`src/design/mwd_div.sv`:
```
// Restoring divider, one quotient bit per cycle, 8-bit divisor.
// Used by the filter top level for the window average. No dependencies.
module mwd_div #(
  parameter int DVW = 48
) (
  input  logic           clk_i,
  input  logic           rst_ni,
  input  logic           start_i,
  input  logic [DVW-1:0] dividend_i,
  input  logic [7:0]     divisor_i,
  output logic           done_o,
  output logic [DVW-1:0] quot_o
);

  localparam int CNT_W = $clog2(DVW + 1);

  logic             busy_q, busy_d;
  logic             done_q, done_d;
  logic [CNT_W-1:0] cnt_q, cnt_d;
  logic [DVW-1:0]   dq_q, dq_d;
  logic [7:0]       rem_q, rem_d;
  logic [7:0]       dv_q, dv_d;
  logic [8:0]       rem_t;
  logic             qbit;

  assign rem_t = {rem_q, dq_q[DVW-1]};
  assign qbit  = (rem_t >= {1'b0, dv_q});

  always_comb begin
    busy_d = busy_q;
    done_d = 1'b0;
    cnt_d  = cnt_q;
    dq_d   = dq_q;
    rem_d  = rem_q;
    dv_d   = dv_q;
    if (start_i) begin
      busy_d = 1'b1;
      cnt_d  = CNT_W'(DVW);
      dq_d   = dividend_i;
      rem_d  = '0;
      dv_d   = divisor_i;
    end else if (busy_q) begin
      rem_d = qbit ? 8'(rem_t - {1'b0, dv_q}) : rem_t[7:0];
      dq_d  = {dq_q[DVW-2:0], qbit};
      cnt_d = cnt_q - 1'b1;
      if (cnt_q == CNT_W'(1)) begin
        busy_d = 1'b0;
        done_d = 1'b1;
      end
    end
  end

  always_ff @(posedge clk_i or negedge rst_ni) begin
    if (!rst_ni) begin
      busy_q <= 1'b0;
      done_q <= 1'b0;
      cnt_q  <= '0;
    end else begin
      busy_q <= busy_d;
      done_q <= done_d;
      cnt_q  <= cnt_d;
    end
  end

  always_ff @(posedge clk_i) begin
    dq_q  <= dq_d;
    rem_q <= rem_d;
    dv_q  <= dv_d;
  end

  assign done_o = done_q;
  assign quot_o = dq_q;

endmodule

```
`config.mk`:
```
export PLATFORM = sky130hd
export DESIGN_NAME = mwd_div
export DESIGN_NICKNAME = d
export VERILOG_FILES = /design/src/design/mwd_div.sv
export SDC_FILE = /design/constraint.sdc
export NUM_CORES = 1
export LEC_CHECK = 0
export BUFFER_PORTS_ARGS = -buffer_cell sky130_fd_sc_hd__buf_2
export CAP_MARGIN = 20
export CORE_UTILIZATION = 30
export DETAILED_ROUTE_END_ITERATION = 10
export PLACE_DENSITY = 0.58
export SLEW_MARGIN = 20
export SYNTH_ARGS = -nofsm -noshare
export SYNTH_HDL_FRONTEND = slang
export SYNTH_SLANG_ARGS = --single-unit
```
`constraint.sdc`:
```
create_clock -name clk_i -period 2 [get_ports clk_i]
set_input_delay 0.4 -clock clk_i [delete_from_list [all_inputs] [get_ports clk_i]]
set_output_delay 0.4 -clock clk_i [all_outputs]
set_load 0.01 [all_outputs]
```
; Yosys cells after proc, flatten, opt, wreduce, memory -nomap -nowiden
; Index checks and enable logic that the tools add are counted.
[classes]
n_addsub = 2
magnitude_cmp = 1
eq_ne = 1
muxes = 11
n_reduce_logical = 1
[ops]
columns = operator, n
row1 = 48-bit two-way mux, 2
row2 = 6-bit two-way mux, 2
row3 = 9-bit by 8-bit greater-or-equal comparator with 1-bit output, 1
row4 = 8-bit two-way mux, 1
row5 = 8-bit subtractor, 1
row6 = "6-bit by 1-bit == test with 1-bit output, second input constant", 1
row7 = 1-bit two-way mux, 6
row8 = "6-bit by 1-bit subtractor with 6-bit output, second input constant", 1
row9 = 2-bit nonzero test, 1
[totals]
reg_bits = 72
output_inout_bits = 49
wordCells = 22

; Depth between registers and ports, before layout
; Gate-level depths: netlist of run 1.
[logic_depth]
ltp_word = 4
ltp_mapped = 8
depth_no_buf = 8

; Worst setup path before layout of run 1
; OpenSTA, ideal clock, no wires.
[synth_path]
kind = register to register
from = register busy_q
to = register dq_q[0] (netlist: quot_o[0]) (enable)
setup_ps = 402
arrival_time_ps = 1795
slack_ps = -197
path_stages_with_launch = 4
n_path_buf = 1
path_cell_list = dfrtp_1 clkbuf_1 nor2_1 inv_1
[synth_between]
elab_chain_cells = 1
[synth_rtl]
columns = item, line_no
row1 = "start, declared", 17  ; logic busy_q, busy_d;
row2 = "start signal, assigned", 59  ; busy_q <= busy_d;
row3 = 2-bit nonzero test (no line), -
row4 = "end signal, assigned", 66  ; dq_q <= dq_d;
row5 = "end, declared", 20  ; logic [DVW-1:0] dq_q, dq_d;
; No other way between the ends.
; A chain may end at the register's enable or synchronous reset.

; Final worst setup path of run 1
[layout_path]
from = register rem_q[5]
to = register rem_q[6]
[layout_between]
elab_chain_cells = 2
elab_cells_between_ends = 3
[layout_rtl]
columns = item, line_no
row1 = "start, declared", 21  ; logic [7:0] rem_q, rem_d;
row2 = "start signal, assigned", 67  ; rem_q <= rem_d;
row3 = 8-bit subtractor / 9-bit by 8-bit greater-or-equal comparator with 1-bit output (equally long branches), "43, 27"
row4 = 8-bit two-way mux (*), 43  ; rem_d = qbit ? 8'(rem_t - {1'b0, dv_q}) : rem_t[7:0];
; Every way passes the cells marked *; elsewhere a longest branch is shown, timed or not.

==> impl_metrics.ini, run 1 <==
[status]
outcome = complete, no violations

[worst_hold_path]
hold_depth = 1
worstHoldPathType = in2reg

[setup_path]
crit_path_end_kind = register
r2r_cells = 7
crit_required_ps = 2250
critical_path.startpoint_type = register
crit_fanout = 6
arrival_ps = 2240
crit_type = reg2reg

[pwr]
swShare_pct = 28.2
power.internal_mw = 3.50
power.share.clock_pct = 31.4
p_sw_mw = 1.37
total_power_mw = 4.87
power_frac_comb_pct = 27.5
p_per_area_mw_per_mm2 = 1070
ir_worst_vdd_v = 0.000467
pwr-share-seq_pct = 41.1
leakage_nw = 1.95

[clock_network]
tritoncts = built
cts_root_buf = clkbuf_16
insertion_delay_ps = 330
cts_sinks = 72
htreeDepth = 3
clk_pin_slew_ps = 60
cts_buffers = 9
cts.path.max_buffers = 2

[layout]
diodes = 0
area_delta_synth_final_pct = 34.3
nets = 431
finalCoreUtilization_pct = 41.6
drive_above_1_share_pct = 53.0
fillers = 1052

[timing]
fmax_mhz = 501
fin_crit_sh_pct = 99.7
slew_viol_final = 0
finalClockSkew_ps = 4.77
hold_violations = 0
tns_ps = 0
setup_viol = 0
rsz0062_at_grt = true
period_needed_ps = 1990
hold_ws_ps = 243
tightestPinTransition_ps = 565
relSlewSlack_pct = 61.8

[route]
drtIter0Drc = 88
wl_mm = 7.41
first_pass_iters = 4
wl_met3_um = 471
drc_errors = 0
vias_per_cell = 4.61
met1_length_mm = 3.28
wl_met2_mm = 3.45
highest_layer = met4
ant_nets = 0
routedWlPerCell_um = 14.6
vias = 2331

[synth]
ys.flop_type = edfxtp_1
synth_top_cell_by_area = edfxtp_1
async_reset_ff_share_pct = 11.1
synth-seq-cells = 72
postSynthNetCount = 308
synth_top_area_share_pct = 49.7
synthTopCellsByArea = edfxtp_1 50%, mux2_2 15%, dfrtp_1 5.9%, dfxtp_1 4.7%, ha_1 3.7%
synth-edff-count = 56
synthCells = 238
synth_seq_area_share_pct = 60.3
ys.warnings.count = 0
yosysUniqueCellTypes = 46
synth_area_per_cell_um2 = 14.2
synth_area_mm2 = 0.00338

[global_routing]
grt_max_degree = 37
groute.usage.overall_pct = 13.5
antenna_found_initial = 0
grt_pass1_wl_mm = 11.8
grt_remaining_overflow = 0
grt_pass1_vias = 2439

[floorplanning]
rows = 38
fp.dieH_um = 108
start_util_pct = 30.9
dieArea_mm2 = 0.0117
num_io_pins = 108
die_w_um = 108
core_mm2 = 0.0109

[run]
drv_cap = 0

[placement]
place_congestion = 0.834
dp_hpwl_mm = 5.18
port_buffers = 107
==> worst max-delay path, stage by stage, from the launching register on <==
cell	delay, ps
dfxtp_1	330
ha_1	350
a21o_1	220
a221oi_4	360
o21ai_4	140
buf_6	160
and4_1	170
o31ai_2	180
==> kinds of logic (layout without fill, tap and decap cells) <==
family / after synthesis / count (layout) / synth area share (%)
flip-flops: 72 / 72 / 60.3
multiplexers: 53 / 53 / 17.6
adder cells (fa/ha/maj): 11 / 11 / 4.29
AND/OR/NAND/NOR: 47 / 47 / 7.10
AO/OA/AOI/OAI: 25 / 25 / 5.69
buffers and inverters: 21 / 149 / 2.66
XOR/XNOR: 9 / 9 / 2.33
==> cell type report <==
| class | count | area (µm²) | area share (%) |
|---|---|---|---|
| Clock buffer | 10 | 229 | 5.04 |
| Clock inverter | 6 | 50.0 | 1.10 |
| Inverter | 12 | 48.8 | 1.07 |
| Multi-Input combinational cell | 145 | 1330 | 29.1 |
| Sequential cell | 72 | 2040 | 44.9 |
| Tap cell | 140 | 175 | 3.85 |
| Timing Repair Buffer | 121 | 676 | 14.9 |
==> registers in the layout (all words and copies together), names as in the netlist <==
register / count
quot_o: 48
busy_q: 1
rem_q: 8
dv_q: 8
done_o: 1
cnt_q: 6
==> path summary, 6_finish.rpt <==
| path | slack (ps) | end | startpoint |
|---|---|---|---|
| max in group asynchronous | 1400 | busy_q$_DFF_PN0_ | rst_ni |
| worst max-delay path | 6 | rem_q[6]$_SDFFE_PP0P_ | rem_q[5]$_SDFFE_PP0P_ |
| worst min-delay path | 240 | dv_q[5]$_DFFE_PP_ | divisor_i[5] |
| worst min register to register | 470 | rem_q[3]$_SDFFE_PP0P_ | rem_q[3]$_SDFFE_PP0P_ |
| worst max register to register | 6 | rem_q[6]$_SDFFE_PP0P_ | rem_q[5]$_SDFFE_PP0P_ |
| min in group asynchronous | 440 | cnt_q[1]$_DFFE_PN0P_ | rst_ni |
==> synth_stat cells (2+ instances only) <==
library cell / instances
a211oi_1: 4
a21o_1: 3
a21oi_1: 4
and3_1: 2
buf_1: 3
buf_2: 3
clkbuf_1: 2
dfrtp_1: 8
dfxtp_1: 8
edfxtp_1: 56
ha_1: 10
inv_1: 12
mux2_1: 2
mux2_2: 46
mux2i_1: 4
nand2_1: 10
nand2b_1: 5
nor2_1: 18
o21ai_1: 4
xnor2_1: 4
xor2_1: 5
==> repair_timing <==
action,in CTS,in global routing
hold endpoints to repair,8,0
gates resized for setup,2,11
hold buffers,1,0
pin swaps,0,6
setup endpoints to repair,1,7
setup buffers,1,1
==> per-layer routing <==
| metal | track usage (%) | up-vias |
|---|---|---|
| met4 | 8.71 | 0 |
| met3 | 3.92 | 12 |
| met5 | 0 | - |
| met2 | 20.9 | 71 |
| met1 | 16.5 | 1122 |
| li1 | - | 1126 |
==> metrics by stage <==
| step | setup slack, ps | area, µm² | cells |
|---|---|---|---|
| detailed placement | 7.59 | 4170 | 487 |
| CTS | 15.4 | 4470 | 505 |
| global route | -62.8 | 4550 | 506 |
| global placement | 72.3 | 4170 | 487 |
| finish | 5.88 | 4550 | 506 |
| floorplan | 68.6 | 3400 | 238 |
==> power groups by stage <==
stage               Clock [mW]  Combinational, mW  Sequential, mW
floorplan                    0              0.772            2.05
global placement             0               1.20            2.01
detailed placement           0               1.21            2.02
CTS                       1.58               1.23            1.99
global route              1.62               1.46            2.03
finish                    1.53               1.34            2.00
==> placed cells by master (no fill, tap or decap), drive strengths merged, types with 2 or more instances in the layout <==
master  count
edfxtp     56
dfxtp       8
nand2b      5
clkinv      5
mux2       49
mux2i       4
ha         10
dfrtp       8
xnor2       4
a211oi      5
inv        11
clkbuf     10
a21oi       4
nor2       18
xor2        5
nor2b       2
buf       120
o21ai       5
a21o        3
and3        2
nand2      10
Power figures use the tool's default switching activity.
==> run 2, diff against run 1 <==
==> constraint.sdc (replaced) <==
create_clock -name clk_i -period 2 [get_ports clk_i]
set_input_delay 0.5 -clock clk_i [delete_from_list [all_inputs] [get_ports clk_i]]
set_output_delay 0.5 -clock clk_i [all_outputs]
set_load 0.01 [all_outputs]
==> run 2 against run 1 <==
  * Die area is the same
  * Core utilization grew 0.32 points
  * Sequential share of layout area shrank 0.34 points
  * Cell count grew 0.20%
  * Total power shrank 2.5%
  * Routed wire length shrank 2.8%
  * Critical path type unchanged
  * Critical endpoint unchanged
==> impl_metrics.ini, run 2 (synthesized netlist as in run 1, its figures left out) <==
[floorplanning]
start_util_pct = 30.9
die_w_um = 108
dieArea_mm2 = 0.0117
core_mm2 = 0.0109
rows = 38
fp.dieH_um = 108
num_io_pins = 108

[global_routing]
antenna_found_initial = 0
grt_max_degree = 42
groute.usage.overall_pct = 13.2
grt_pass1_vias = 2359
grt_pass1_wl_mm = 11.5
grt_remaining_overflow = 0

[route]
drc_errors = 0
vias = 2334
wl_mm = 7.20
ant_nets = 0
vias_per_cell = 4.60
drtIter0Drc = 69
routedWlPerCell_um = 14.2
first_pass_iters = 7

[layout]
largest_reg_flops = 48
diodes = 0
fillers = 1049
layout_common_cells = 107 x buf_2, 56 x edfxtp_1, 46 x mux2_2
area_delta_synth_final_pct = 35.3
fin_cells = 507
drive_above_1_share_pct = 54.5
nets = 434
layout_commonest_cell = buf_2

[clock_network]
cts_sinks = 72
cts_hold_buf = 0
htreeDepth = 3
clk_pin_slew_ps = 50
cts_root_buf = clkbuf_16
insertion_delay_ps = 320
tritoncts = built
cts.path.max_buffers = 2
cts_buffers = 9

[setup_path]
arrival_ps = 2160
crit_slowest_cell = or4b_1
crit_path_max_incr_delay_ps = 460
crit_type = reg2reg
path_buf_inv = 1
crit_path_end_kind = register
critical_path.startpoint_type = register
crit_family = simple AND/OR/NAND/NOR gates
crit_required_ps = 2240
path_cells = inv_2 > ha_4 > fa_2 > nand2b_4 > a21oi_1 > or4b_1 > and4_1 > o31ai_2
crit_fanout = 3

[timing]
fmax_mhz = 522
hold_ws_ps = 15.0
tightestPinTransition_ps = 628
finalClockSkew_ps = 5.29
fin_crit_sh_pct = 95.8
slew_viol_final = 0
hold_violations = 0
period_needed_ps = 1920
relSlewSlack_pct = 57.6
setup_viol = 0

[placement]
dpl.cell_count = 488
port_buffers = 107
dp_hpwl_mm = 5.22
place_congestion = 0.792

[pwr]
swShare_pct = 28.3
leakage_nw = 1.96
p_sw_mw = 1.34
power.internal_mw = 3.40
pwr-share-seq_pct = 42.3
total_power_mw = 4.74
ir_worst_vdd_v = 0.000396
power_frac_comb_pct = 28.9
p_per_area_mw_per_mm2 = 1040
power.share.clock_pct = 28.8

[status]
outcome = complete, no violations

[worst_hold_path]
worstHoldPathType = in2async

[run]
drv_cap = 0
run 2: path summary, 6_finish.rpt:
check                      depth (start not counted)                    end  slack (ps)                  start
setup / recovery                                   8  rem_q[6]$_SDFFE_PP0P_          80   quot_o[47]$_DFFE_PP_
hold / removal                                     1   cnt_q[2]$_DFFE_PN0P_          20                 rst_ni
setup reg to reg                                   8  rem_q[6]$_SDFFE_PP0P_          80   quot_o[47]$_DFFE_PP_
hold reg to reg                                    2  rem_q[3]$_SDFFE_PP0P_         500  rem_q[3]$_SDFFE_PP0P_
max in group asynchronous                          1   cnt_q[5]$_DFFE_PN0P_        1810                 rst_ni
min in group clk_i                                 1      dv_q[2]$_DFFE_PP_         350           divisor_i[2]
run 2: power groups by stage:
stage / Sequential (mW) / Combinational (mW) / Clock (mW)
6_report: 2.01 / 1.37 / 1.37
3_5_place_dp: 2.02 / 1.19 / 0
2_1_floorplan: 2.05 / 0.772 / 0
5_1_grt: 2.04 / 1.50 / 1.46
4_1_cts: 1.99 / 1.20 / 1.40
3_3_place_gp: 2.02 / 1.18 / 0
run 2: cell type report:
cell class              count  area (µm²)  area share (%)
clock buffers              12         236            5.16
clock inverters             2        8.76           0.191
repair buffers            124         717            15.7
multi-input cells         145        1350            29.5
well taps                 140         175            3.82
inverters                  12        48.8            1.07
flip-flops and latches     72        2040            44.6
run 2: routing by layer:
layer | routed length [µm] | GRT usage (%) | part of all wire, % | vias up
li1 | - | - | - | 1128
met1 | 3180 | 16.0 | 44 | 1122
met2 | 3400 | 20.6 | 47 | 70
met3 | 462 | 4.64 | 6.4 | 14
met4 | 157 | 7.05 | 2.2 | 0
met5 | 0 | 0 | 0 | -
run 2: what timing repair did:
action                                  4_1_cts  5_1_grt
buffers inserted                              0        5
resized for setup                             0       14
endpoints found under the setup margin        0        6
run 2: through the flow:
step,util (%),cell area [µm²],setup slack (ps),TNS [ps]
floorplan,-,3400,66.1,0
finish,41.9,4580,84.2,0
CTS,40.7,4450,2.05,0
detailed placement,38.4,4200,10.1,0
global placement,38.4,4200,68.8,0
global route,41.9,4580,-20.1,-20.1
==> run 3, diff against run 2 <==
--- a/config.mk
+++ b/config.mk
@@ -6,10 +6,12 @@
 export NUM_CORES = 1
 export LEC_CHECK = 0
 export BUFFER_PORTS_ARGS = -buffer_cell sky130_fd_sc_hd__buf_2
-export CAP_MARGIN = 20
+export CAP_MARGIN = 25
 export CORE_UTILIZATION = 30
+export CTS_BUF_LIST = sky130_fd_sc_hd__clkbuf_2
 export DETAILED_ROUTE_END_ITERATION = 10
 export PLACE_DENSITY = 0.58
+export SKIP_LAST_GASP = 1
 export SLEW_MARGIN = 20
 export SYNTH_ARGS = -nofsm -noshare
 export SYNTH_HDL_FRONTEND = slang
==> run 3 against run 2 <==
  * Fmax shrank 1.1%
  * Clock skew is 20 ps higher
  * Combinational power barely moved
  * Via count down 0.60%
  * Critical path depth unchanged
  * First-iteration DRC count increased by 12%
  * Worst setup slack got worse by 20 ps
  * Total power decreased by 15%
  * Register-to-register slack got worse by 20 ps
==> impl_metrics.ini, run 3 (synthesized netlist as in run 1, its figures left out) <==
[route]
vias_per_cell = 4.57
routedWlPerCell_um = 14.3
first_pass_iters = 4
drtIter0Drc = 77
vias = 2320
drc_errors = 0
wl_mm = 7.25
ant_nets = 0

[clock_network]
cts.path.max_buffers = 2
cts_root_buf = clkbuf_2
tritoncts = built
cts_buffers = 9
cts_sinks = 72
clk_pin_slew_ps = 170
insertion_delay_ps = 490
htreeDepth = 3

[setup_path]
crit_required_ps = 2400
arrival_ps = 2340
crit_path_end_kind = register
crit_type = reg2reg
critical_path.startpoint_type = register
crit_fanout = 7

[global_routing]
groute.usage.overall_pct = 13.2
antenna_found_initial = 0
grt_pass1_vias = 2379
grt_max_degree = 42
grt_remaining_overflow = 0
grt_pass1_wl_mm = 11.5

[timing]
finalClockSkew_ps = 25.0
fmax_mhz = 516
tightestPinTransition_ps = 626
slew_viol_final = 0
hold_ws_ps = 180
hold_violations = 0
relSlewSlack_pct = 57.7
fin_crit_sh_pct = 96.8
setup_viol = 0
rsz0062_at_grt = true
period_needed_ps = 1940
tns_ps = 0
timing.final.ws_setup_ps = 63.7

[pwr]
power.share.clock_pct = 15.6
swShare_pct = 31.8
p_sw_mw = 1.28
power.internal_mw = 2.75
leakage_nw = 1.90
power_frac_comb_pct = 34.8
pwr-share-seq_pct = 49.7
ir_worst_vdd_v = 0.000338
total_power_mw = 4.03
p_per_area_mw_per_mm2 = 907

[placement]
pre_cts_slack_ps = 10.1
dpl.cell_count = 488
dp_hpwl_mm = 5.22
dpl_cell_area_mm2 = 0.00420
port_buffers = 107
place_congestion = 0.792

[floorplanning]
die_w_um = 108
fp.dieH_um = 108
rows = 38
num_io_pins = 108
start_util_pct = 30.9
dieArea_mm2 = 0.0117
core_mm2 = 0.0109

[layout]
layout_commonest_cell = buf_2
fillers = 1066
fin_cells = 508
diodes = 0
drive_above_1_share_pct = 55.7
nets = 435
design_area_mm2 = 0.00444
area_delta_synth_final_pct = 31.3
layout_common_cells = 106 x buf_2, 56 x edfxtp_1, 46 x mux2_2
largest_reg_flops = 48
finalCoreUtilization_pct = 40.6

[run]
drv_cap = 0

[status]
outcome = complete, no violations

[worst_hold_path]
worstHoldPathType = in2reg
-- run 3: area by class of cell --
class                   instances  area (µm²)  area share [%]
clock inverters                 2        8.76           0.197
clock buffers                  12        60.1            1.35
flip-flops and latches         72        2040            46.0
well taps                     140         175            3.94
repair buffers                125         733            16.5
inverters                      12        48.8            1.10
multi-input cells             145        1380            30.9
-- run 3: final timing paths --
path	cells after the start	slack, ps	end	startpoint
min in group asynchronous	2	370	done_o$_DFF_PN0_	rst_ni
hold / removal	1	180	dv_q[2]$_DFFE_PP_	divisor_i[2]
max in group asynchronous	2	1460	cnt_q[5]$_DFFE_PN0P_	rst_ni
hold reg to reg	2	520	rem_q[3]$_SDFFE_PP0P_	rem_q[3]$_SDFFE_PP0P_
setup reg to reg	8	60	rem_q[6]$_SDFFE_PP0P_	dv_q[4]$_DFFE_PP_
setup / recovery	8	60	rem_q[6]$_SDFFE_PP0P_	dv_q[4]$_DFFE_PP_
-- run 3: power by group through the flow --
stage | sequential, mW | clock (mW) | combinational (mW)
after floorplan | 2.05 | 0 | 0.772
after global placement | 2.02 | 0 | 1.18
after detailed placement | 2.02 | 0 | 1.19
after CTS | 1.99 | 0.671 | 1.23
after global routing | 2.03 | 0.718 | 1.53
final | 2.00 | 0.627 | 1.40
-- run 3: what timing repair did --
item	in CTS	in global routing
setup endpoints to repair	1	7
hold buffers	1	0
pin swaps	0	7
endpoints found under the hold margin	8	0
resized for setup	4	15
buffers inserted	1	5
-- run 3: worst max-delay path, stage by stage (launching register included) --
cell and delay (ps):
edfxtp_1 390, inv_1 110, ha_4 210, a21o_1 230
a221oi_4 280, o21ai_4 140, buf_6 160, and4_1 180
o31ai_2 160
-- run 3: metal layers --
layer  global-route usage [%]  vias up  routed length [µm]
li1                         -     1131                   -
met1                     15.6     1097                3110
met2                     20.7       78                3540
met3                     4.64       14                 471
met4                     7.34        0                 132
met5                        0        -                   0
